===== src/hw/rtl/lll_orb_pkg.sv =====
package lll_orb_pkg;

   // Pipeline sizing
   localparam int CORDIC_STAGES_DEF = 16;
   localparam int TAYLOR_TERMS      = 12;
   localparam int Q_FRAC            = 30;

   // Datapath widths
   localparam int LOG_X_W  = 31;   // normalized radius mantissa, Q1.30
   localparam int FRAC_W   = 16;   // log2 fraction bits
   localparam int TX_W     = 30;   // series argument, Q0.30
   localparam int TERM_W   = 31;   // series term, Q1.30
   localparam int MANT_W   = 32;   // series sum, Q2.30
   localparam int CORDIC_W = 33;   // CORDIC x, y and z

   // Configuration port
   localparam int CSR_W     = 30;
   localparam int CSR_IDX_W = 2;
   localparam logic [CSR_IDX_W-1:0] CSR_POWER      = 2'd0;
   localparam logic [CSR_IDX_W-1:0] CSR_LOG_NORM   = 2'd1;
   localparam logic [CSR_IDX_W-1:0] CSR_NORM_SCALE = 2'd2;

   localparam logic [5:0]         POWER_RST      = 6'd0;
   localparam logic signed [24:0] LOG_NORM_RST   = -25'sd60223;
   localparam logic [29:0]        NORM_SCALE_RST = 30'd428323897;

   // Fixed-point constants, Q30
   localparam logic [29:0] LN2_Q30    = 30'd744261118;
   localparam logic [30:0] LOG2E_Q30  = 31'd1549082005;
   localparam logic [32:0] TWO_PI_Q30 = 33'd6746518852;
   localparam logic [29:0] KINV_Q30   = 30'd652032874;

   localparam logic [29:0] ATAN_Q30 [0:10] = '{
      30'd843314857, 30'd497837829, 30'd263043837, 30'd133525159, 30'd67021687,
      30'd33543516,  30'd16775851,  30'd8388437,   30'd4194283,   30'd2097149,
      30'd1048576
   };

   typedef struct packed {
      logic [15:0] radius;
      logic [15:0] angle;
   } req_type;

   typedef struct packed {
      logic signed [31:0] real_part;
      logic signed [31:0] imag_part;
   } rsp_type;

   // Rotation angle of one CORDIC step, Q30
   function automatic logic [29:0] atan_step(input int step);
      logic [29:0] angle;
      if (step <= 10) begin
         angle = ATAN_Q30[4'(step)];
      end else if (step <= 30) begin
         angle = 30'(64'd1 << (30 - step));
      end else begin
         angle = '0;
      end
      return angle;
   endfunction

endpackage


===== src/hw/rtl/lll_orb_log_cell.sv =====
module lll_orb_log_cell #(
   parameter int STEP   = 1,
   parameter int SIDE_W = 1
) (
   input  logic                                 clock,
   input  logic                                 reset,
   input  logic                                 advance,
   input  logic                                 prev_valid,
   input  logic [lll_orb_pkg::LOG_X_W-1:0]      prev_x,
   input  logic [lll_orb_pkg::FRAC_W-1:0]       prev_frac,
   input  logic [SIDE_W-1:0]                    prev_side,
   output logic                                 valid_ff,
   output logic [lll_orb_pkg::LOG_X_W-1:0]      x_ff,
   output logic [lll_orb_pkg::FRAC_W-1:0]       frac_ff,
   output logic [SIDE_W-1:0]                    side_ff
);

   localparam int XW = lll_orb_pkg::LOG_X_W;
   localparam int FW = lll_orb_pkg::FRAC_W;

   logic [2*XW-1:0] square;
   logic [XW:0]     scaled;
   logic [XW-1:0]   x_in;
   logic [FW-1:0]   frac_in;

   // Square the mantissa; a carry past 2.0 yields one fraction bit
   always_comb begin
      square  = (2*XW)'(prev_x) * (2*XW)'(prev_x);
      scaled  = square[2*XW-1:lll_orb_pkg::Q_FRAC];
      frac_in = prev_frac;
      if (scaled[XW]) begin
         x_in                = scaled[XW:1];
         frac_in[FW - STEP]  = 1'b1;
      end else begin
         x_in = scaled[XW-1:0];
      end
   end

   always_ff @(posedge clock) begin
      if (reset) begin
         valid_ff <= 1'b0;
      end else if (advance) begin
         valid_ff <= prev_valid;
      end
   end

   always_ff @(posedge clock) begin
      if (advance) begin
         x_ff    <= x_in;
         frac_ff <= frac_in;
         side_ff <= prev_side;
      end
   end

endmodule


===== config.mk =====
export PLATFORM = sky130hd
export DESIGN_NAME = lll_orb_log_cell
export DESIGN_NICKNAME = d
export VERILOG_FILES = /design/src/hw/rtl/lll_orb_pkg.sv /design/src/hw/rtl/lll_orb_log_cell.sv
export SDC_FILE = /design/constraint.sdc
export NUM_CORES = 2
export LEC_CHECK = 0
export BUFFER_PORTS_ARGS = -buffer_cell sky130_fd_sc_hd__buf_4
export CAP_MARGIN = 20
export CORE_MARGIN = 2
export CORE_UTILIZATION = 30
export CTS_BUF_LIST = sky130_fd_sc_hd__clkbuf_4 sky130_fd_sc_hd__clkbuf_8
export CTS_CLUSTER_SIZE = 24
export DETAILED_ROUTE_END_ITERATION = 8
export HOLD_SLACK_MARGIN = 0.03
export PLACE_DENSITY_LB_ADDON = 0.1
export SYNTH_ARGS = -nofsm -noshare
export SYNTH_HDL_FRONTEND = slang
export SYNTH_SLANG_ARGS = --single-unit
export TNS_END_PERCENT = 30

===== constraint.sdc =====
create_clock -name clock -period 9 [get_ports clock]
set_input_delay 0 -clock clock [delete_from_list [all_inputs] [get_ports clock]]
set_output_delay 0 -clock clock [all_outputs]
set_load 0.01 [all_outputs]

==> results_dict.tcl <==
set metrics [dict create \
    async_reset_ff_frac 0 \
    initial_core_util 0.3026 \
    crit_start "prev_x[8]" \
    fillCellCount 9891 \
    multi_input_area_sq_um 23400 \
    status "completed" \
    slew-limit-headroom 0.4544 \
    hold_viol 0 \
    synth_ff_type "edfxtp_1" \
    cts_buffer_depth 2 \
    syn_inst 2988 \
    reg2reg_depth 3 \
    dieArea_sq_um 98180 \
    endpoint_kind "register" \
    grt_pass1_wl_microns 133200 \
    wirelength_microns 84490 \
    core_area_sq_um 94870 \
    synthDistinctLibCells 61 \
    fin_crit_sh 0.8985 \
    placed_cell_area_sq_um 30920 \
    antenna_found_initial 6 \
    syn_avg_cell_area_sq_um 9.607 \
    yosys_warnings 0 \
    ios 101 \
    fin_setup_tns_ns 0 \
    initialDrtViolationCount 824 \
    final_max_slew_viol_count 0 \
    grt_overflow_total 0 \
    finalCriticalPeriod_ns 8.087 \
    cts_root_buf "clkbuf_8" \
    synth-seq-cells 49 \
    drive_above_1_share 0.06014 \
    register_area_sq_um 1461 \
    synthToLayoutAreaGrowth_pct 8.835 \
    r2r_setup_slack_ns 7.85 \
    gp_congestion 0.8748 \
    synth-edff-count 48 \
    path_clk_slew_ns 0.10 \
    htree_levels 2 \
    dr_total_vias 19400 \
    syn_nets 4056 \
    critPathArrivalTime_ns 8.16 \
    start_kind "primary input" \
    synth_area_sq_um 28710 \
    whs_path_depth 1 \
    post_drt_via_cell_ratio 4.498 \
    numCtsBuffers 5 \
    routedWlPerCell_microns 19.59 \
    fmax_ghz 0.1237 \
    cp_data_required_time_ns 9.07 \
    worst_slew_pin_slew_ns 0.8099 \
    clkSinkCount 49 \
    grt_pass1_vias 22660 \
    drtPass1Iterations 5 \
    final_nets 4110 \
    design_area_sq_um 31240 \
    finalSetupViolations 0 \
    reg2reg_from "valid_ff" \
    cts_tree "built" \
    clock_latency_ns 0.31 \
    port_buffers 100 \
    critical_path_class "primary input to register" \
    fp.dieH_microns 313.3 \
    num_rows 113 \
    holdCritPathClass "primary input to register" \
    fp.dieW_microns 313.3 \
    ant_nets 0 \
    clock_skew_ns 0 \
    worstPathMaxFanout 28 \
    rsz0062_at_grt "false" \
    grt_usage 0.1778 \
    cp-endpoint "x_ff[17]" \
    max_cap_violations 0 \
    reg2reg_to "valid_ff" \
    grt_max_degree 50 \
    dp.final_hpwl_microns 70800 \
    drc 0 \
    seq_area_frac_synth 0.05091 \
]
layout by cell type, fill, tap and decap left out, types with 7 or more instances in the layout:
cell type      synthesis  layout
fa_1                 747     747
o21a_1                 7       7
inv_1                916     916
nand2_1              293     293
and3_1                10      10
nand3_1               14      14
ha_1                 269     269
o21bai_1              15      15
and2_1               191     191
nor3_1                15      15
buf_4                  4     130
a21oi_1               66      66
mux2_2                22      22
xor2_1                25      25
xnor2_1               29      29
nor2_1                57      57
a21o_1                25      25
nand4_1               10      10
dlygate4sd3_1          0      19
edfxtp_1              48      48
o21ai_0               28      28
mux2i_1                9       9
or2_2                  7       7
a31oi_1               14      14
nor2b_1                9       9
through the flow:
stage | hold slack (ns) | utilization | instances | setup WS, ns
4_1_cts | 0.2289 | 0.3292 | 4308 | 0.8657
3_5_place_dp | 0.1651 | 0.3259 | 4281 | 0.5355
3_3_place_gp | 0.1610 | 0.3259 | 4281 | 0.5979
2_1_floorplan | 0.07238 | - | 2988 | 1.693
6_report | 0.2232 | 0.3293 | 4312 | 0.9132
5_1_grt | 0.2436 | 0.3292 | 4308 | 0.5766
critical path, cell delays in order:
cell and delay, ns:
buf_4 0.40, inv_1 0.31, nor2_1 0.38, fa_1 0.51, fa_1 0.55, inv_1 0.06, fa_1 0.45, fa_1 0.54
inv_1 0.05, fa_1 0.45, fa_1 0.43, fa_1 0.53, fa_1 0.42, ha_1 0.44, a21oi_1 0.25, nor2b_1 0.08
o21a_1 0.19, a311o_1 0.35, o31ai_1 0.25, buf_4 0.21, a21oi_1 0.08, or2_1 0.30, o211ai_4 0.29, buf_12 0.22
mux2_2 0.36
metal layers:
layer / track usage / up-vias / wire, microns
met5: 0 / - / 0
met4: 0.03001 / 0 / 1618
met3: 0.008642 / 73 / 1770
met2: 0.3367 / 303 / 45800
met1: 0.2260 / 10230 / 35310
li1: - / 8789 / -
sequential cells by signal, indices dropped and copies added (netlist names):
| signal | flops |
|---|---|
| frac_ff | 16 |
| side_ff | 1 |
| valid_ff | 1 |
| x_ff | 31 |
area by class of cell:
class                      count  area share
multi-input combinational   1917      0.7490
inverter                     917      0.1102
tap                         1265     0.05066
sequential                    49     0.04678
timing repair buffer         152     0.03925
clock buffer                   6    0.002643
clock inverter                 2    0.001201
antenna                        4   0.0003204
kinds of logic (layout without fill, tap and decap cells):
group | count (synthesis) | in the layout | synth area share
mux | 31 | 31 | 0.01177
fa+ha+maj | 1016 | 1016 | 0.6382
simple gates | 620 | 620 | 0.1039
other cells | 0 | 4 | 0
compound gates | 196 | 196 | 0.04455
flops | 49 | 49 | 0.05091
xor+xnor | 54 | 54 | 0.01648
buf+inv | 1022 | 1077 | 0.1342
cells in the mapped netlist (all sizes together), types with 2 or more instances:
cell type	n	area, sq um
and4	2	17.52
nor2	57	214.0
o21a	7	52.55
nand4	10	62.56
buf	9	51.30
a41o	2	21.27
a41oi	2	17.52
xor2	25	219.0
o21bai	15	112.6
a21boi	2	15.01
nand3	14	70.07
nand2	293	1100
mux2	22	247.7
fa	747	14950
inv	916	3438
o211ai	5	42.54
nor2b	9	56.30
mux2i	9	90.09
and3	10	62.56
a311oi	4	41.29
nand2b	6	37.54
and2	192	1201
ha	269	3366
a211oi	2	15.01
nor3	15	75.07
or3	2	12.51
a21o	25	187.7
a31o	6	52.55
xnor2	29	254.0
edfxtp	48	1441
a2bb2oi	2	17.52
clkbuf	96	360.4
a21oi	68	347.8
o311ai	2	17.52
or2	8	50.05
a31oi	14	87.58
o21ai	29	145.1
worst min path at each step:
stage,from,end,slack [ns]
final,advance,x_ff[28],0.22
after global routing,advance,x_ff[29],0.24
after CTS,advance,x_ff[28],0.23
after global placement,reset,valid_ff,0.16
after floorplan,reset,valid_ff,0.07
after detailed placement,reset,valid_ff,0.17
what timing repair did:
action,CTS,global route
hold buffers,19,0
setup endpoints to repair,0,0
gates resized for setup,0,0
endpoints found under the hold margin,18,0
setup buffers,0,0
Power is not shown: default switching activity piles up to over one toggle a cycle in this logic, so the estimate is an artifact.
