### src/hw/rtl/lll_orb_pkg.sv
package lll_orb_pkg;

   // Pipeline sizing
   localparam int CORDIC_STAGES_DEF = 16;
   localparam int TAYLOR_TERMS      = 12;
   localparam int Q_FRAC            = 30;

   // Datapath widths
   localparam int LOG_X_W  = 31;   // normalized radius mantissa, Q1.30
   localparam int FRAC_W   = 16;   // log2 fraction bits
   localparam int TX_W     = 30;   // series argument, Q0.30
   localparam int TERM_W   = 31;   // series term, Q1.30
   localparam int MANT_W   = 32;   // series sum, Q2.30
   localparam int CORDIC_W = 33;   // CORDIC x, y and z

   // Configuration port
   localparam int CSR_W     = 30;
   localparam int CSR_IDX_W = 2;
   localparam logic [CSR_IDX_W-1:0] CSR_POWER      = 2'd0;
   localparam logic [CSR_IDX_W-1:0] CSR_LOG_NORM   = 2'd1;
   localparam logic [CSR_IDX_W-1:0] CSR_NORM_SCALE = 2'd2;

   localparam logic [5:0]         POWER_RST      = 6'd0;
   localparam logic signed [24:0] LOG_NORM_RST   = -25'sd60223;
   localparam logic [29:0]        NORM_SCALE_RST = 30'd428323897;

   // Fixed-point constants, Q30
   localparam logic [29:0] LN2_Q30    = 30'd744261118;
   localparam logic [30:0] LOG2E_Q30  = 31'd1549082005;
   localparam logic [32:0] TWO_PI_Q30 = 33'd6746518852;
   localparam logic [29:0] KINV_Q30   = 30'd652032874;

   localparam logic [29:0] ATAN_Q30 [0:10] = '{
      30'd843314857, 30'd497837829, 30'd263043837, 30'd133525159, 30'd67021687,
      30'd33543516,  30'd16775851,  30'd8388437,   30'd4194283,   30'd2097149,
      30'd1048576
   };

   typedef struct packed {
      logic [15:0] radius;
      logic [15:0] angle;
   } req_type;

   typedef struct packed {
      logic signed [31:0] real_part;
      logic signed [31:0] imag_part;
   } rsp_type;

   // Rotation angle of one CORDIC step, Q30
   function automatic logic [29:0] atan_step(input int step);
      logic [29:0] angle;
      if (step <= 10) begin
         angle = ATAN_Q30[4'(step)];
      end else if (step <= 30) begin
         angle = 30'(64'd1 << (30 - step));
      end else begin
         angle = '0;
      end
      return angle;
   endfunction

endpackage

### src/hw/rtl/lll_orb_taylor_cell.sv
module lll_orb_taylor_cell #(
   parameter int K      = 1,
   parameter int SIDE_W = 1
) (
   input  logic                               clock,
   input  logic                               reset,
   input  logic                               advance,
   input  logic                               prev_valid,
   input  logic [lll_orb_pkg::TX_W-1:0]       prev_x,
   input  logic [lll_orb_pkg::TERM_W-1:0]     prev_term,
   input  logic [lll_orb_pkg::MANT_W-1:0]     prev_sum,
   input  logic [SIDE_W-1:0]                  prev_side,
   output logic                               valid_ff,
   output logic [lll_orb_pkg::TX_W-1:0]       x_ff,
   output logic [lll_orb_pkg::TERM_W-1:0]     term_ff,
   output logic [lll_orb_pkg::MANT_W-1:0]     sum_ff,
   output logic [SIDE_W-1:0]                  side_ff
);

   localparam int XW = lll_orb_pkg::TX_W;
   localparam int TW = lll_orb_pkg::TERM_W;
   localparam int SW = lll_orb_pkg::MANT_W;
   localparam int KW = $clog2(K + 1);
   localparam logic [32:0]   RECIP   = 33'((65'd1 << 32) / K);
   localparam logic [KW-1:0] DIVISOR = KW'(K);

   // Stage a: multiply previous term by the argument
   logic [TW+XW-1:0] prod_a;
   logic             a_valid_ff;
   logic [TW-1:0]    a_v_ff;
   logic [XW-1:0]    a_x_ff;
   logic [SW-1:0]    a_sum_ff;
   logic [SIDE_W-1:0] a_side_ff;

   // Stage b: quotient estimate through the reciprocal
   logic [TW+32:0]   prod_b;
   logic             b_valid_ff;
   logic [TW-1:0]    b_q_ff;
   logic [TW-1:0]    b_v_ff;
   logic [XW-1:0]    b_x_ff;
   logic [SW-1:0]    b_sum_ff;
   logic [SIDE_W-1:0] b_side_ff;

   // Stage c: correct the estimate and accumulate
   logic [TW+KW-1:0] back;
   logic [TW+KW-1:0] rest;
   logic [TW-1:0]    term_in;
   logic [SW-1:0]    sum_in;

   assign prod_a  = (TW+XW)'(prev_term) * (TW+XW)'(prev_x);
   assign prod_b  = (TW+33)'(a_v_ff) * (TW+33)'(RECIP);
   assign back    = (TW+KW)'(b_q_ff) * (TW+KW)'(DIVISOR);
   assign rest    = (TW+KW)'(b_v_ff) - back;
   assign term_in = b_q_ff + TW'(rest >= (TW+KW)'(DIVISOR));
   assign sum_in  = b_sum_ff + SW'(term_in);

   always_ff @(posedge clock) begin
      if (reset) begin
         a_valid_ff <= 1'b0;
         b_valid_ff <= 1'b0;
         valid_ff   <= 1'b0;
      end else if (advance) begin
         a_valid_ff <= prev_valid;
         b_valid_ff <= a_valid_ff;
         valid_ff   <= b_valid_ff;
      end
   end

   always_ff @(posedge clock) begin
      if (advance) begin
         a_v_ff    <= prod_a[TW+XW-1:lll_orb_pkg::Q_FRAC];
         a_x_ff    <= prev_x;
         a_sum_ff  <= prev_sum;
         a_side_ff <= prev_side;
         b_q_ff    <= prod_b[TW+31:32];
         b_v_ff    <= a_v_ff;
         b_x_ff    <= a_x_ff;
         b_sum_ff  <= a_sum_ff;
         b_side_ff <= a_side_ff;
         x_ff      <= b_x_ff;
         term_ff   <= term_in;
         sum_ff    <= sum_in;
         side_ff   <= b_side_ff;
      end
   end

endmodule

### config.mk
export PLATFORM = sky130hd
export DESIGN_NAME = lll_orb_taylor_cell
export DESIGN_NICKNAME = d
export VERILOG_FILES = /design/src/hw/rtl/lll_orb_pkg.sv /design/src/hw/rtl/lll_orb_taylor_cell.sv
export SDC_FILE = /design/constraint.sdc
export NUM_CORES = 2
export LEC_CHECK = 0
export BUFFER_PORTS_ARGS = -buffer_cell sky130_fd_sc_hd__buf_4
export CAP_MARGIN = 20
export CORE_MARGIN = 4
export CORE_UTILIZATION = 58
export DETAILED_ROUTE_END_ITERATION = 6
export GPL_TIMING_DRIVEN = 0
export HOLD_SLACK_MARGIN = 0.08
export PLACE_DENSITY = 0.9
export RECOVER_POWER = 50
export SLEW_MARGIN = 20
export SYNTH_ARGS = -nofsm -noshare
export SYNTH_HDL_FRONTEND = slang
export SYNTH_SLANG_ARGS = --single-unit
### constraint.sdc
create_clock -name clock -period 7.8 [get_ports clock]
set_clock_uncertainty 0.15 [all_clocks]
set_input_delay 0.78 -clock clock [delete_from_list [all_inputs] [get_ports clock]]
set_output_delay 0.78 -clock clock [all_outputs]
set_load 0.02 [all_outputs]
==> results by group <==
Outcome
  – Status: finished, violations left
  – Failing checks: design-rule violations, max-capacitance violations, max-slew violations, negative setup slack

Floorplanning
  – Die width: 270 um
  – Core ar.: 67600 um^2
  – Initial Utilization: 58.9%
  – Rows: 95
  – Die Ht: 270 um
  – Die Footprint: 72900 um^2
  – Num ports: 193

STA
  – Tcrit/Tclk final: 101%
  – Crit path time final: 7.87 ns
  – F_max: 0.127 GHz
  – Slew at the pin closest to its max-slew limit: 4.52 ns
  – Endpoints failing setup: 5
  – Final Hold Vio Count: 0
  – Pins over their slew limit: 195
  – Relative slew slack: -201%
  – RSZ-0062 raised after global routing: yes
  – Final WS setup: -0.0662 ns

Global route
  – Pin count of the biggest net entering global routing: 96
  – Final global-route overflow total: 0
  – Antenna violations before repair: 16
  – Gr usage total: 34.4%
  – Vias in the first global route: 31100
  – First-pass GRT wire length: 187000 um

Critical path
  – WS Path Type: in -> reg
  – Buf+Inv Stages, Crit Path: 4
  – Startpoint types: input port
  – CP most frequent cell: fa_1
  – Crit-path cells: clkbuf_1 > clkbuf_1 > and2_1 > fa_1 > fa_1 > fa_1 > fa_1 > fa_1 > fa_1 > fa_1 > inv_1 > fa_1 > inv_1 > ha_2 > and3_1 > nand3_1 > a21oi_1 > a221oi_1 > nand3_2 > o21a_1 > a21oi_2 > o21ai_1 > xor2_1
  – Crit-path max cell delay: 0.63 ns
  – Crit path DAT: 8.07 ns
  – Worst R2R Setup Slack: 4.18 ns
  – CP top delay family: adder cells
  – Slowest cell on the critical path: clkbuf_1
  – Crit path max fanout: 10
  – CP Capture Type: flop
  – WP data required: 8.00 ns

Synthesis
  – EDFF count, synth: 282
  – Mapped Area: 39800 um^2
  – Synth Register Bits: 285
  – Syn nets: 4971
  – Avg Cell Area, Syn: 10.5 um^2
  – Synth cell types: 64
  – Post-Syn Instances: 3788
  – Sequential area share after synthesis: 21.4%
  – Asr flop ratio synth: 0%
  – Top FF cell, synth: edfxtp_1
  – Synth warnings: 0

Final layout
  – Fillers: 4955
  – Final core utilization: 65.1%
  – Layout area overhead: 10.5%
  – Final nets: 5185
  – Layout cells sized above 1: 10.6%

Run
  – Max-Cap Viols: 3

Placement
  – Routability cong.: 1.11
  – Hpwl dp: 98200 um
  – PortBufs: 163
  – Setup WS pre-CTS: -1.89 ns

Routing
  – Drt first pass iters: 7
  – Drt initial violations: 3767
  – Routed wire per std cell: 25.5 um
  – Via count of the routed design: 29700
  – DR DRC count: 6
  – Antenna Nets Post-Route: 0
  – Post-DR vias/cell: 6.03
  – WL final: 126000 um

Clocking
  – H-tree levels: 1
  – Insertion delay to the later sink of the worst-skew pair: 0.68 ns
  – Worst-case clock buffer depth: 3
  – CTS tree: done
  – Clk slew on worst S/H paths: 0.06 ns
  – Cts hold-fix bufs: 0
  – CTS Buf Count: 31
  – Root buffer cell: clkbuf_16
  – CTS sink cnt: 285

Min path
  – Hold Path Class: in -> reg
## worst register-to-register path, stage by stage, from the launching register on
cell and delay (ns):
edfxtp_1 0.45, ha_1 0.35, a211o_1 0.27, o211ai_2 0.11
a31oi_2 0.17, a211oi_2 0.38, o21ai_1 0.22, a21bo_1 0.26
a2111o_1 0.45, a31oi_2 0.25, o21ai_2 0.10, xor2_1 0.15
## timing repair
| item | 4_1_cts | 5_1_grt |
|---|---|---|
| gates resized for setup | 200 | 140 |
| endpoints found under the setup margin | 28 | 18 |
| setup buffers | 8 | 8 |
| pin swaps | 10 | 9 |
## synth_stat cells (all sizes together), types with 9 or more instances
library cell / count / share of area (%)
nor2: 35 / 0.33
o21bai: 12 / 0.23
nand3: 19 / 0.24
nand2: 428 / 4.0
fa: 808 / 41
xor2: 18 / 0.40
clkbuf: 188 / 1.8
o21a: 12 / 0.23
nand4: 19 / 0.30
and3: 13 / 0.20
nand2b: 11 / 0.17
a31oi: 9 / 0.17
nor2b: 9 / 0.14
o21ai: 45 / 0.58
edfxtp: 282 / 21
inv: 814 / 7.7
xnor2: 46 / 1.0
a21oi: 93 / 1.2
a21o: 27 / 0.52
ha: 277 / 8.7
and2: 546 / 8.6
## path summary, 6_finish.rpt
path,to,startpoint,cells past startpoint
worst min-delay path,a_valid_ff,reset,2
worst min register to register,b_v_ff[8],a_v_ff[8],0
worst max register to register,sum_ff[31],b_v_ff[1],11
worst max-delay path,a_v_ff[23],prev_x[29],23
## placed cells by master, fill, tap and decap left out, drive strengths merged, types with 27 or more instances in the layout
| master | synthesis | routed |
|---|---|---|
| edfxtp | 282 | 282 |
| nor2 | 35 | 35 |
| a21o | 27 | 27 |
| inv | 814 | 819 |
| nand2 | 428 | 428 |
| buf | 3 | 189 |
| clkbuf | 188 | 216 |
| a21oi | 93 | 93 |
| xnor2 | 46 | 46 |
| fa | 808 | 808 |
| ha | 277 | 277 |
| o21ai | 45 | 45 |
| and2 | 546 | 546 |
## sequential cells by signal, indices dropped and copies added (netlist names), 30 cells and up
name,flops
b_v_ff,31
a_x_ff,30
b_x_ff,30
b_sum_ff,32
a_sum_ff,32
a_v_ff,31
sum_ff,32
x_ff,30
term_ff,31
## per-layer routing
layer | track usage (%) | wire (um)
met1 | 42.9 | 41400
met2 | 51.5 | 54400
met3 | 13.8 | 20400
met4 | 19.3 | 9350
met5 | 0 | 94
## stage by stage
step                cells  TNS [ns]  hold WS [ns]  instance area, um^2
CTS                  4892         0         0.127                43800
global route         4904    -0.898         0.143                44000
detailed placement   4827    -35.83         0.255                42200
finish               4919    -0.221         0.146                44000
floorplan            3788         0         0.250                39800
global placement     4824    -34.88         0.250                42200
## cell families after synthesis
| group | after synthesis | synth area share [%] |
|---|---|---|
| and+or+nand+nor | 1103 | 14.4 |
| adders and majority gates | 1085 | 49.3 |
| buffers and inverters | 1005 | 9.48 |
| DFF | 285 | 21.4 |
| AOI/OAI and AO/OA | 243 | 3.95 |
| xor gates and xnor gates | 64 | 1.41 |
| muxes | 3 | 0.0754 |
## cell type report
type	instances	area, um^2	area share [%]
Antenna cell	19	47.5	0.108
Buffer	190	1140	2.60
Clock buffer	33	783	1.78
Clock inverter	25	244	0.554
Inverter	814	3060	6.94
Multi-Input combinational cell	2498	27800	63.1
Sequential cell	285	8530	19.4
Tap cell	873	1090	2.48
Timing Repair Buffer	182	1350	3.06
Power is not shown: default switching activity piles up to over one toggle a cycle in this logic, so the estimate is an artifact.
