## config.mk

```make
export PLATFORM = sky130hd
export DESIGN_NAME = lll_orb_cordic_cell
export DESIGN_NICKNAME = d
export VERILOG_FILES = /design/src/hw/rtl/lll_orb_pkg.sv /design/src/hw/rtl/lll_orb_cordic_cell.sv
export SDC_FILE = /design/constraint.sdc
export NUM_CORES = 1
export LEC_CHECK = 0
export BUFFER_PORTS_ARGS = -buffer_cell sky130_fd_sc_hd__buf_2
export CORE_MARGIN = 3
export CORE_UTILIZATION = 30
export CTS_BUF_LIST = sky130_fd_sc_hd__clkbuf_8 sky130_fd_sc_hd__clkbuf_16
export DETAILED_ROUTE_END_ITERATION = 10
export PLACE_DENSITY = 0.46
export SLEW_MARGIN = 10
export SYNTH_ARGS = -nofsm -noshare
export SYNTH_HDL_FRONTEND = slang
export SYNTH_SLANG_ARGS = --single-unit
```

## constraint.sdc

```tcl
create_clock -name clock -period 4.64 [get_ports clock]
set_input_delay 0 -clock clock [delete_from_list [all_inputs] [get_ports clock]]
set_output_delay 0 -clock clock [all_outputs]
set_load 0.01 [all_outputs]
```

## src/hw/rtl/lll_orb_pkg.sv

```systemverilog
package lll_orb_pkg;

   // Pipeline sizing
   localparam int CORDIC_STAGES_DEF = 16;
   localparam int TAYLOR_TERMS      = 12;
   localparam int Q_FRAC            = 30;

   // Datapath widths
   localparam int LOG_X_W  = 31;   // normalized radius mantissa, Q1.30
   localparam int FRAC_W   = 16;   // log2 fraction bits
   localparam int TX_W     = 30;   // series argument, Q0.30
   localparam int TERM_W   = 31;   // series term, Q1.30
   localparam int MANT_W   = 32;   // series sum, Q2.30
   localparam int CORDIC_W = 33;   // CORDIC x, y and z

   // Configuration port
   localparam int CSR_W     = 30;
   localparam int CSR_IDX_W = 2;
   localparam logic [CSR_IDX_W-1:0] CSR_POWER      = 2'd0;
   localparam logic [CSR_IDX_W-1:0] CSR_LOG_NORM   = 2'd1;
   localparam logic [CSR_IDX_W-1:0] CSR_NORM_SCALE = 2'd2;

   localparam logic [5:0]         POWER_RST      = 6'd0;
   localparam logic signed [24:0] LOG_NORM_RST   = -25'sd60223;
   localparam logic [29:0]        NORM_SCALE_RST = 30'd428323897;

   // Fixed-point constants, Q30
   localparam logic [29:0] LN2_Q30    = 30'd744261118;
   localparam logic [30:0] LOG2E_Q30  = 31'd1549082005;
   localparam logic [32:0] TWO_PI_Q30 = 33'd6746518852;
   localparam logic [29:0] KINV_Q30   = 30'd652032874;

   localparam logic [29:0] ATAN_Q30 [0:10] = '{
      30'd843314857, 30'd497837829, 30'd263043837, 30'd133525159, 30'd67021687,
      30'd33543516,  30'd16775851,  30'd8388437,   30'd4194283,   30'd2097149,
      30'd1048576
   };

   typedef struct packed {
      logic [15:0] radius;
      logic [15:0] angle;
   } req_type;

   typedef struct packed {
      logic signed [31:0] real_part;
      logic signed [31:0] imag_part;
   } rsp_type;

   // Rotation angle of one CORDIC step, Q30
   function automatic logic [29:0] atan_step(input int step);
      logic [29:0] angle;
      if (step <= 10) begin
         angle = ATAN_Q30[4'(step)];
      end else if (step <= 30) begin
         angle = 30'(64'd1 << (30 - step));
      end else begin
         angle = '0;
      end
      return angle;
   endfunction

endpackage

```

## src/hw/rtl/lll_orb_cordic_cell.sv

```systemverilog
module lll_orb_cordic_cell #(
   parameter int STEP   = 0,
   parameter int SIDE_W = 1
) (
   input  logic                                   clock,
   input  logic                                   reset,
   input  logic                                   advance,
   input  logic                                   prev_valid,
   input  logic signed [lll_orb_pkg::CORDIC_W-1:0] prev_x,
   input  logic signed [lll_orb_pkg::CORDIC_W-1:0] prev_y,
   input  logic signed [lll_orb_pkg::CORDIC_W-1:0] prev_z,
   input  logic [SIDE_W-1:0]                      prev_side,
   output logic                                   valid_ff,
   output logic signed [lll_orb_pkg::CORDIC_W-1:0] x_ff,
   output logic signed [lll_orb_pkg::CORDIC_W-1:0] y_ff,
   output logic signed [lll_orb_pkg::CORDIC_W-1:0] z_ff,
   output logic [SIDE_W-1:0]                      side_ff
);

   localparam int CW = lll_orb_pkg::CORDIC_W;
   localparam logic signed [CW-1:0] ANGLE = $signed(CW'(lll_orb_pkg::atan_step(STEP)));

   logic signed [CW-1:0] dx;
   logic signed [CW-1:0] dy;
   logic signed [CW-1:0] x_in;
   logic signed [CW-1:0] y_in;
   logic signed [CW-1:0] z_in;

   // Rotate toward zero residual angle
   always_comb begin
      dx = prev_y >>> STEP;
      dy = prev_x >>> STEP;
      if (!prev_z[CW-1]) begin
         x_in = prev_x - dx;
         y_in = prev_y + dy;
         z_in = prev_z - ANGLE;
      end else begin
         x_in = prev_x + dx;
         y_in = prev_y - dy;
         z_in = prev_z + ANGLE;
      end
   end

   always_ff @(posedge clock) begin
      if (reset) begin
         valid_ff <= 1'b0;
      end else if (advance) begin
         valid_ff <= prev_valid;
      end
   end

   always_ff @(posedge clock) begin
      if (advance) begin
         x_ff    <= x_in;
         y_ff    <= y_in;
         z_ff    <= z_in;
         side_ff <= prev_side;
      end
   end

endmodule

```

==> impl_metrics.ini, run 1 <==
[placed_design]
dp_hpwl_mm = 26.6
gp_congestion = 0.908
place_area_um2 = 11700
port_buffers = 204
dpl_worst_slack_ps = 1320

[yosys]
synth_top_cell_by_area = edfxtp_1
yosysMostFrequentCell = a21oi_1
netlist_instances = 1180
ys.flop_type = edfxtp_1
avgSynthCellArea_um2 = 8.75
async_flop_share_pct = 0
synth_edf_count = 99
synth_top_area_share_pct = 28.8
yosys-top-cells-count = a21oi_1, ha_1, inv_1
ys_ff_latch = 100
syn-num-nets = 1423
yosysWarnings = 0
syn_area_um2 = 10300
yosys-top-cells-area = edfxtp_1, ha_1, a21oi_1
ys_seq_area_share_pct = 29.0
ys_types = 87

[grt]
gr-usage-all-layers_pct = 17.7
antenna_found_initial = 1
grt_pass1_vias = 9019
grt_pass1_wl_mm = 50.9
grt_max_degree = 56
grt_overflow = 0

[timing]
period_needed_ps = 3260
rsz0062_at_grt = no
tightest_slew_ps = 814
fin_crit_sh_pct = 70.2
max_freq_mhz = 307
slew_violations = 0
finalHoldViolations = 0
slew_headroom_pct = 45.7
setup_ws_ps = 1380
tns_ps = 0
finalSetupViolCount = 0
fin_worst_skew_ps = 0

[floorplan]
core.rowCount = 67
coreArea_um2 = 33700
num_io_pins = 205
die_y_um = 192
start_util_pct = 30.6
dieArea_um2 = 36700
die_width_um = 192

[clock_tree]
cts_max_path_buffers = 2
cts.repair.resized = 0
cts_root_buf = clkbuf_16
h-tree-depth = 3
clock_latency_ps = 360
path_clk_slew_ps = 70
cts_setup_buffers = 0
clock_sinks = 100
tritoncts = yes
cts_made_buffers = 9

[setup_path]
slowest_delay_ps = 520
critical_path_buf_inv_count = 3
cp_max_fo = 3
end_kind = flop
crit_required_ps = 4740
cp-start-kind = input pin
critPathSlowestCell = dlygate4sd3_1
critPathKind = in2reg
cp.arrival_ps = 3360
cp_top_family = compound AO/OA/AOI/OAI gates
path_cells = dlygate4sd3_1 -> buf_2 -> inv_1 -> fa_1 -> nand2b_1 -> a21oi_1 -> o22a_1 -> a311o_1 -> a41oi_1 -> o21ai_1 -> a41oi_1 -> o31ai_1 -> a31oi_1
cp_common_cell = a41oi_1
worst_r2r_startpoint = valid_ff
cp-startpoint = prev_z[0]

[finish]
syn_to_final_growth_pct = 16.4
nets = 1603
n_antenna_cell = 0
fill_cells = 3580
drive_above_1_share_pct = 18.5
fin_area_um2 = 12000
multiInputGateArea_um2 = 6670
seqCellArea_um2 = 2990

[power_and_ir_drop]
p_leak_uw = 0.00531
p_per_area_nw_per_um2 = 285
ir_drop_uv = 167

[drt]
remaining_drc_errors = 0
wire_per_inst_um = 18.4
drtAntennaViolNets = 0
routed_wl_mm = 33.3
drtPass1Iterations = 7
drt-initial-drc-count = 796
viasPerCell = 5.18
vias = 9372

[min_path]
holdCritPathClass = in2reg
worstHoldStart = prev_y[0]

[run_status]
status = finished, final reports clean

[run]
max_cap_viol_count = 0
==> metrics by stage <==
step	util, %	std cells	total power (uW)	hold slack (ps)
floorplan	-	1180	2160	72.4
global placement	34.7	1793	2660	157
detailed placement	34.7	1793	2650	160
CTS	35.7	1811	3460	40.4
global route	35.7	1811	3640	77.1
finish	35.7	1811	3420	57.3
==> final timing paths <==
| check | end | slack (ps) | cells past startpoint |
|---|---|---|---|
| worst min-delay path | y_ff[0] | 60 | 3 |
| worst max register to register | valid_ff | 3510 | 3 |
| worst min register to register | valid_ff | 1030 | 3 |
| worst max-delay path | z_ff[32] | 1380 | 13 |
==> worst min-delay path, stage by stage <==
cell	delay (ps)
buf_2	100
ha_1	120
inv_1	30
==> cell families after synthesis <==
family / count (synthesis) / share of synthesized area (%)
AO/OA/AOI/OAI: 404 / 25.3
AND/OR/NAND/NOR: 273 / 12.7
buffers and inverters: 155 / 6.45
adder cells (fa/ha/maj): 139 / 17.1
flip-flops: 100 / 29.0
XOR/XNOR: 90 / 7.63
multiplexers: 19 / 1.84
==> final cells by class <==
| class | instances | area share [%] |
|---|---|---|
| Multi-Input combinational cell | 925 | 55.5 |
| Clock inverter | 5 | 0.458 |
| Tap cell | 448 | 4.67 |
| Inverter | 112 | 3.50 |
| Clock buffer | 9 | 1.87 |
| Timing Repair Buffer | 212 | 9.10 |
| Sequential cell | 100 | 24.9 |
==> registers in the layout (all words and copies together), names as in the netlist <==
signal / count
x_ff: 32
valid_ff: 1
side_ff: 1
z_ff: 33
y_ff: 33
==> report_power, final <==
part / switching (uW) / leakage, uW / internal [uW]
combinational: 863 / 0.00420 / 537
clock: 371 / 0.000139 / 413
sequential: 39.9 / 0.000977 / 1200
==> repair_timing <==
action	CTS	global route
endpoints found under the setup margin	0	0
hold buffers	4	0
hold endpoints to repair	3	0
==> cells in the final DEF, fill, tap and decap left out, types with 4 or more instances in the layout <==
cell type / Yosys / final
a211o_1: 4 / 4
a211oi_1: 19 / 19
a21o_1: 22 / 22
a21oi_1: 148 / 148
a221oi_1: 6 / 6
a31oi_1: 8 / 8
a41oi_1: 5 / 5
and3_1: 5 / 5
buf_2: 12 / 203
buf_4: 1 / 5
clkbuf_16: 0 / 9
dlygate4sd3_1: 0 / 4
edfxtp_1: 99 / 99
fa_1: 4 / 4
ha_1: 135 / 135
inv_1: 104 / 104
inv_2: 8 / 9
mux2i_1: 19 / 19
nand2_1: 62 / 62
nand2b_1: 13 / 13
nand3_1: 18 / 18
nand4_1: 7 / 7
nor2_1: 90 / 90
nor2b_1: 12 / 12
nor3_1: 27 / 27
nor4_1: 7 / 7
o211ai_1: 15 / 15
o21a_1: 12 / 12
o21ai_0: 48 / 48
o21ai_1: 26 / 26
o21bai_1: 32 / 32
o31a_1: 5 / 5
o31ai_1: 9 / 9
or2_1: 4 / 4
or3_1: 7 / 7
xnor2_1: 72 / 72
xor2_1: 18 / 18
==> layer usage <==
metal,global-route usage [%],vias to the layer above,part of all wire [%]
met1,25.9,4372,49
li1,-,4632,-
met4,4.18,2,1.4
met2,27.6,338,44
met5,0,-,0.036
met3,2.18,28,5.6
Note: power is estimated with default switching activity, not from simulation.
==> run 2, diff against run 1 <==
--- a/config.mk
+++ b/config.mk
@@ -10,7 +10,7 @@
 export CORE_UTILIZATION = 30
 export CTS_BUF_LIST = sky130_fd_sc_hd__clkbuf_8 sky130_fd_sc_hd__clkbuf_16
 export DETAILED_ROUTE_END_ITERATION = 10
-export PLACE_DENSITY = 0.46
+export PLACE_DENSITY = 0.47
 export SLEW_MARGIN = 10
 export SYNTH_ARGS = -nofsm -noshare
 export SYNTH_HDL_FRONTEND = slang
==> constraint.sdc (replaced) <==
create_clock -name clock -period 2.7 [get_ports clock]
set_input_delay 0 -clock clock [delete_from_list [all_inputs] [get_ports clock]]
set_output_delay 0 -clock clock [all_outputs]
set_load 0.01 [all_outputs]
==> impl_metrics.ini, run 2 (synthesis results as in run 1) <==
[run_status]
status = finished, final reports clean

[floorplan]
die_width_um = 192
num_io_pins = 205
start_util_pct = 30.6
die_y_um = 192
coreArea_um2 = 33700
core.rowCount = 67
dieArea_um2 = 36700

[timing]
tightest_slew_ps = 619
finalSetupViolCount = 0
slew_headroom_pct = 58.7
fin_worst_skew_ps = 0
finalHoldViolations = 0
period_needed_ps = 2600
fin_crit_sh_pct = 96.5
max_freq_mhz = 384
worst_hold_slack_ps = 56.4
slew_violations = 0
rsz0062_at_grt = no
setup_ws_ps = 95.8

[setup_path]
cp.arrival_ps = 2730
end_kind = flop
critPathKind = in2reg
cp-start-kind = input pin
cp_max_fo = 4
crit_required_ps = 2830

[finish]
reg.largest.list = y_ff (33), z_ff (33), x_ff (32)
syn_to_final_growth_pct = 31.4
mostFrequentLayoutCell = buf_4
final_cell_mix = buf_4, buf_2, a21oi_1
utilization_pct = 40.3
drive_above_1_share_pct = 29.3
nets = 1806
n_antenna_cell = 0

[drt]
remaining_drc_errors = 0
drtAntennaViolNets = 0
viasPerCell = 4.98
drt-initial-drc-count = 804
wire_per_inst_um = 17.5
vias = 10039
routed_wl_mm = 35.4
drtPass1Iterations = 5

[grt]
grt_pass1_wl_mm = 54.2
grt_overflow = 0
grt_pass1_vias = 9790
antenna_found_initial = 0
grt_max_degree = 48
gr-usage-all-layers_pct = 18.8

[run]
max_cap_viol_count = 0

[clock_tree]
cts_made_buffers = 9
clock_sinks = 100
path_clk_slew_ps = 80
clock_latency_ps = 360
h-tree-depth = 3
cts_root_buf = clkbuf_16
cts_max_path_buffers = 2
tritoncts = yes

[placed_design]
port_buffers = 204
gp_congestion = 0.897
dp_hpwl_mm = 29.2
dpl_worst_slack_ps = -279

[power_and_ir_drop]
p_leak_uw = 0.00630
ir_drop_uv = 318
p_total_uw = 6230
p_per_area_nw_per_um2 = 459

[min_path]
holdCritPathClass = in2reg
==> run 2: cell count changes in the layout (fill, tap and decap cells not counted), moves of 2 or more <==
cell | before | now
buf_4 | 5 | 208
o21ai_2 | 1 | 3
o21ai_1 | 26 | 24
clkinv_4 | 0 | 2
==> run 2: path summary, 6_finish.rpt <==
check,from,endpoint,slack (ps),cells after the start
hold reg to reg,valid_ff,valid_ff,1040,3
setup / recovery,prev_x[0],x_ff[30],100,12
hold / removal,prev_y[0],y_ff[0],60,3
setup reg to reg,valid_ff,valid_ff,1570,3
==> run 2: routing by layer <==
layer / vias to the layer above / wire length (um) / part of all wire (%) / GRT usage, %
met5: - / 0 / 0 / 0
met4: 0 / 297 / 0.84 / 3.27
met3: 17 / 1840 / 5.2 / 2.33
met2: 278 / 16500 / 47 / 32.1
met1: 4720 / 16700 / 47 / 25.9
li1: 5024 / - / - / -
==> run 2: area by class of cell <==
class                      count  area, um2
clock buffer                   9        225
clock inverter                 7       45.0
fill                        3504      20100
inverter                     112        420
multi-input combinational    925       6690
sequential                   100       2990
tap                          448        561
timing repair buffer         415       2630
==> run 2: what timing repair did <==
| action | 4_1_cts | 5_1_grt |
|---|---|---|
| gates resized for setup | 0 | 5 |
| setup endpoints to repair | 0 | 8 |
| hold endpoints to repair | 3 | 0 |
| buffers inserted | 0 | 1 |
| hold buffers | 4 | 0 |
==> run 2: power breakdown <==
part           internal [uW]  switching, uW  total, uW
clock                    625            664       1290
sequential              2060           68.3       2120
combinational           1230           1580       2820
total                   3910           2310       6230
==> run 2: metrics by stage <==
step,std cells,area [um2],TNS [ps]
floorplan,1180,10400,0
global placement,1995,13200,-2810
detailed placement,1995,13200,-3550
CTS,2015,13500,0
global route,2016,13600,0
finish,2016,13600,0
==> run 2: worst max-delay path, cell delays in order <==
cell and delay, ps:
buf_2 110, ha_1 220, fa_1 440, and2b_1 200, o211ai_1 300, a21oi_1 160, a31oi_1 260, and4_1 260
a211o_1 220, o21ai_1 160, a41o_1 290, xnor2_1 120
==> run 3, diff against run 2 <==
--- a/config.mk
+++ b/config.mk
@@ -5,11 +5,13 @@
 export SDC_FILE = /design/constraint.sdc
 export NUM_CORES = 1
 export LEC_CHECK = 0
+export ABC_CLOCK_PERIOD_IN_PS = 2700
 export BUFFER_PORTS_ARGS = -buffer_cell sky130_fd_sc_hd__buf_2
-export CORE_MARGIN = 3
+export CORE_MARGIN = 4
 export CORE_UTILIZATION = 30
 export CTS_BUF_LIST = sky130_fd_sc_hd__clkbuf_8 sky130_fd_sc_hd__clkbuf_16
 export DETAILED_ROUTE_END_ITERATION = 10
+export HOLD_SLACK_MARGIN = 0.08
 export PLACE_DENSITY = 0.47
 export SLEW_MARGIN = 10
 export SYNTH_ARGS = -nofsm -noshare
==> impl_metrics.ini, run 3 (synthesis results as in run 1) <==
[finish]
nets = 1822
syn_to_final_growth_pct = 33.6
mostFrequentLayoutCell = buf_4
fin_cells = 2032
drive_above_1_share_pct = 30.3
fin_area_um2 = 13800
n_antenna_cell = 0
reg.largest.list = y_ff (33), z_ff (33), x_ff (32)
final_cell_mix = buf_4, buf_2, a21oi_1

[drt]
wire_per_inst_um = 17.3
viasPerCell = 4.99
drtPass1Iterations = 5
remaining_drc_errors = 0
drtAntennaViolNets = 0
drt-initial-drc-count = 681
vias = 10142
routed_wl_mm = 35.3

[clock_tree]
clock_sinks = 100
clock_latency_ps = 370
cts_root_buf = clkbuf_16
cts_max_path_buffers = 2
h-tree-depth = 3
path_clk_slew_ps = 70
cts_made_buffers = 9
tritoncts = yes

[run]
max_cap_viol_count = 0

[power_and_ir_drop]
p_leak_uw = 0.00642
p_total_uw = 6550
ir_drop_uv = 328
p_per_area_nw_per_um2 = 475

[timing]
worst_hold_slack_ps = 104
finalSetupViolCount = 0
slew_headroom_pct = 59.4
period_needed_ps = 2540
fin_crit_sh_pct = 93.9
slew_violations = 0
tightest_slew_ps = 604
finalHoldViolations = 0
tns_ps = 0
rsz0062_at_grt = yes
fin_worst_skew_ps = 0
max_freq_mhz = 394

[grt]
grt_pass1_wl_mm = 54.9
grt_overflow = 0
gr-usage-all-layers_pct = 18.2
grt_max_degree = 52
antenna_found_initial = 0
grt_pass1_vias = 10049

[setup_path]
path_cells = buf_2 -> inv_1 -> ha_1 -> nor2b_1 -> o31a_2 -> o41a_4 -> a31oi_4 -> o221ai_2 -> a211oi_2 -> o21ai_1 -> a2111oi_2 -> xnor2_1
cp-start-kind = input pin
cp_max_fo = 5
cp.depth = 12
slowest_delay_ps = 390
r2r_cells = 3
cp_top_family = compound AO/OA/AOI/OAI gates
critPathSlowestCell = o41a_4
critical_path_buf_inv_count = 2
crit_required_ps = 2820
critPathKind = in2reg
cp.arrival_ps = 2650
end_kind = flop

[floorplan]
die_y_um = 194
die_width_um = 194
start_util_pct = 30.6
coreArea_um2 = 33700
dieArea_um2 = 37400
core.rowCount = 67
num_io_pins = 205

[min_path]
holdCritPathClass = in2reg
whs_path_depth = 4

[placed_design]
place_area_um2 = 13400
dp.cells = 2010
dp_hpwl_mm = 29.5
gp_congestion = 0.914
port_buffers = 204

[run_status]
status = finished, final reports clean
## run 3: layer usage
metal,GRT usage (%),wire (um)
met1,25.6,17000
met2,29.8,16000
met3,2.05,1570
met4,4.96,657
met5,0,0
## run 3: per-stage QoR
| stage | util (%) | setup slack (ps) |
|---|---|---|
| 2_1_floorplan | - | 4.68 |
| 3_3_place_gp | 39.7 | -344 |
| 3_5_place_dp | 39.7 | -401 |
| 4_1_cts | 40.8 | 59.5 |
| 5_1_grt | 40.9 | -8.42 |
| 6_report | 40.9 | 165 |
## run 3: worst reg2reg max path, cell delays in order, from the launching register on
cell and delay (ps):
dfxtp_1 310, mux2i_1 120, nor2_1 50, dlygate4sd3_1 550
## run 3: worst paths after layout
path	from	endpoint	slack (ps)
setup / recovery	prev_x[1]	y_ff[31]	160
setup reg to reg	valid_ff	valid_ff	1570
hold reg to reg	valid_ff	valid_ff	1040
hold / removal	prev_x[0]	y_ff[0]	100
## run 3: area by class of cell
type	instances	area [um2]
Fill cell	3456	19900
Multi-Input combinational cell	925	6700
Sequential cell	100	2990
Timing Repair Buffer	431	2770
Tap cell	448	561
Inverter	112	420
Clock buffer	9	225
Clock inverter	7	121
## run 3: repair_timing
item / CTS / global route
endpoints found under the hold margin: 22 / 0
setup buffers: 0 / 1
gates resized for setup: 1 / 3
setup endpoints to repair: 1 / 4
pin swaps: 0 / 4
hold buffers: 5 / 0
## run 3: power breakdown
group	internal, uW	switching [uW]
combinational	1260	1570
sequential	2060	67.9
clock	916	682
total	4230	2320
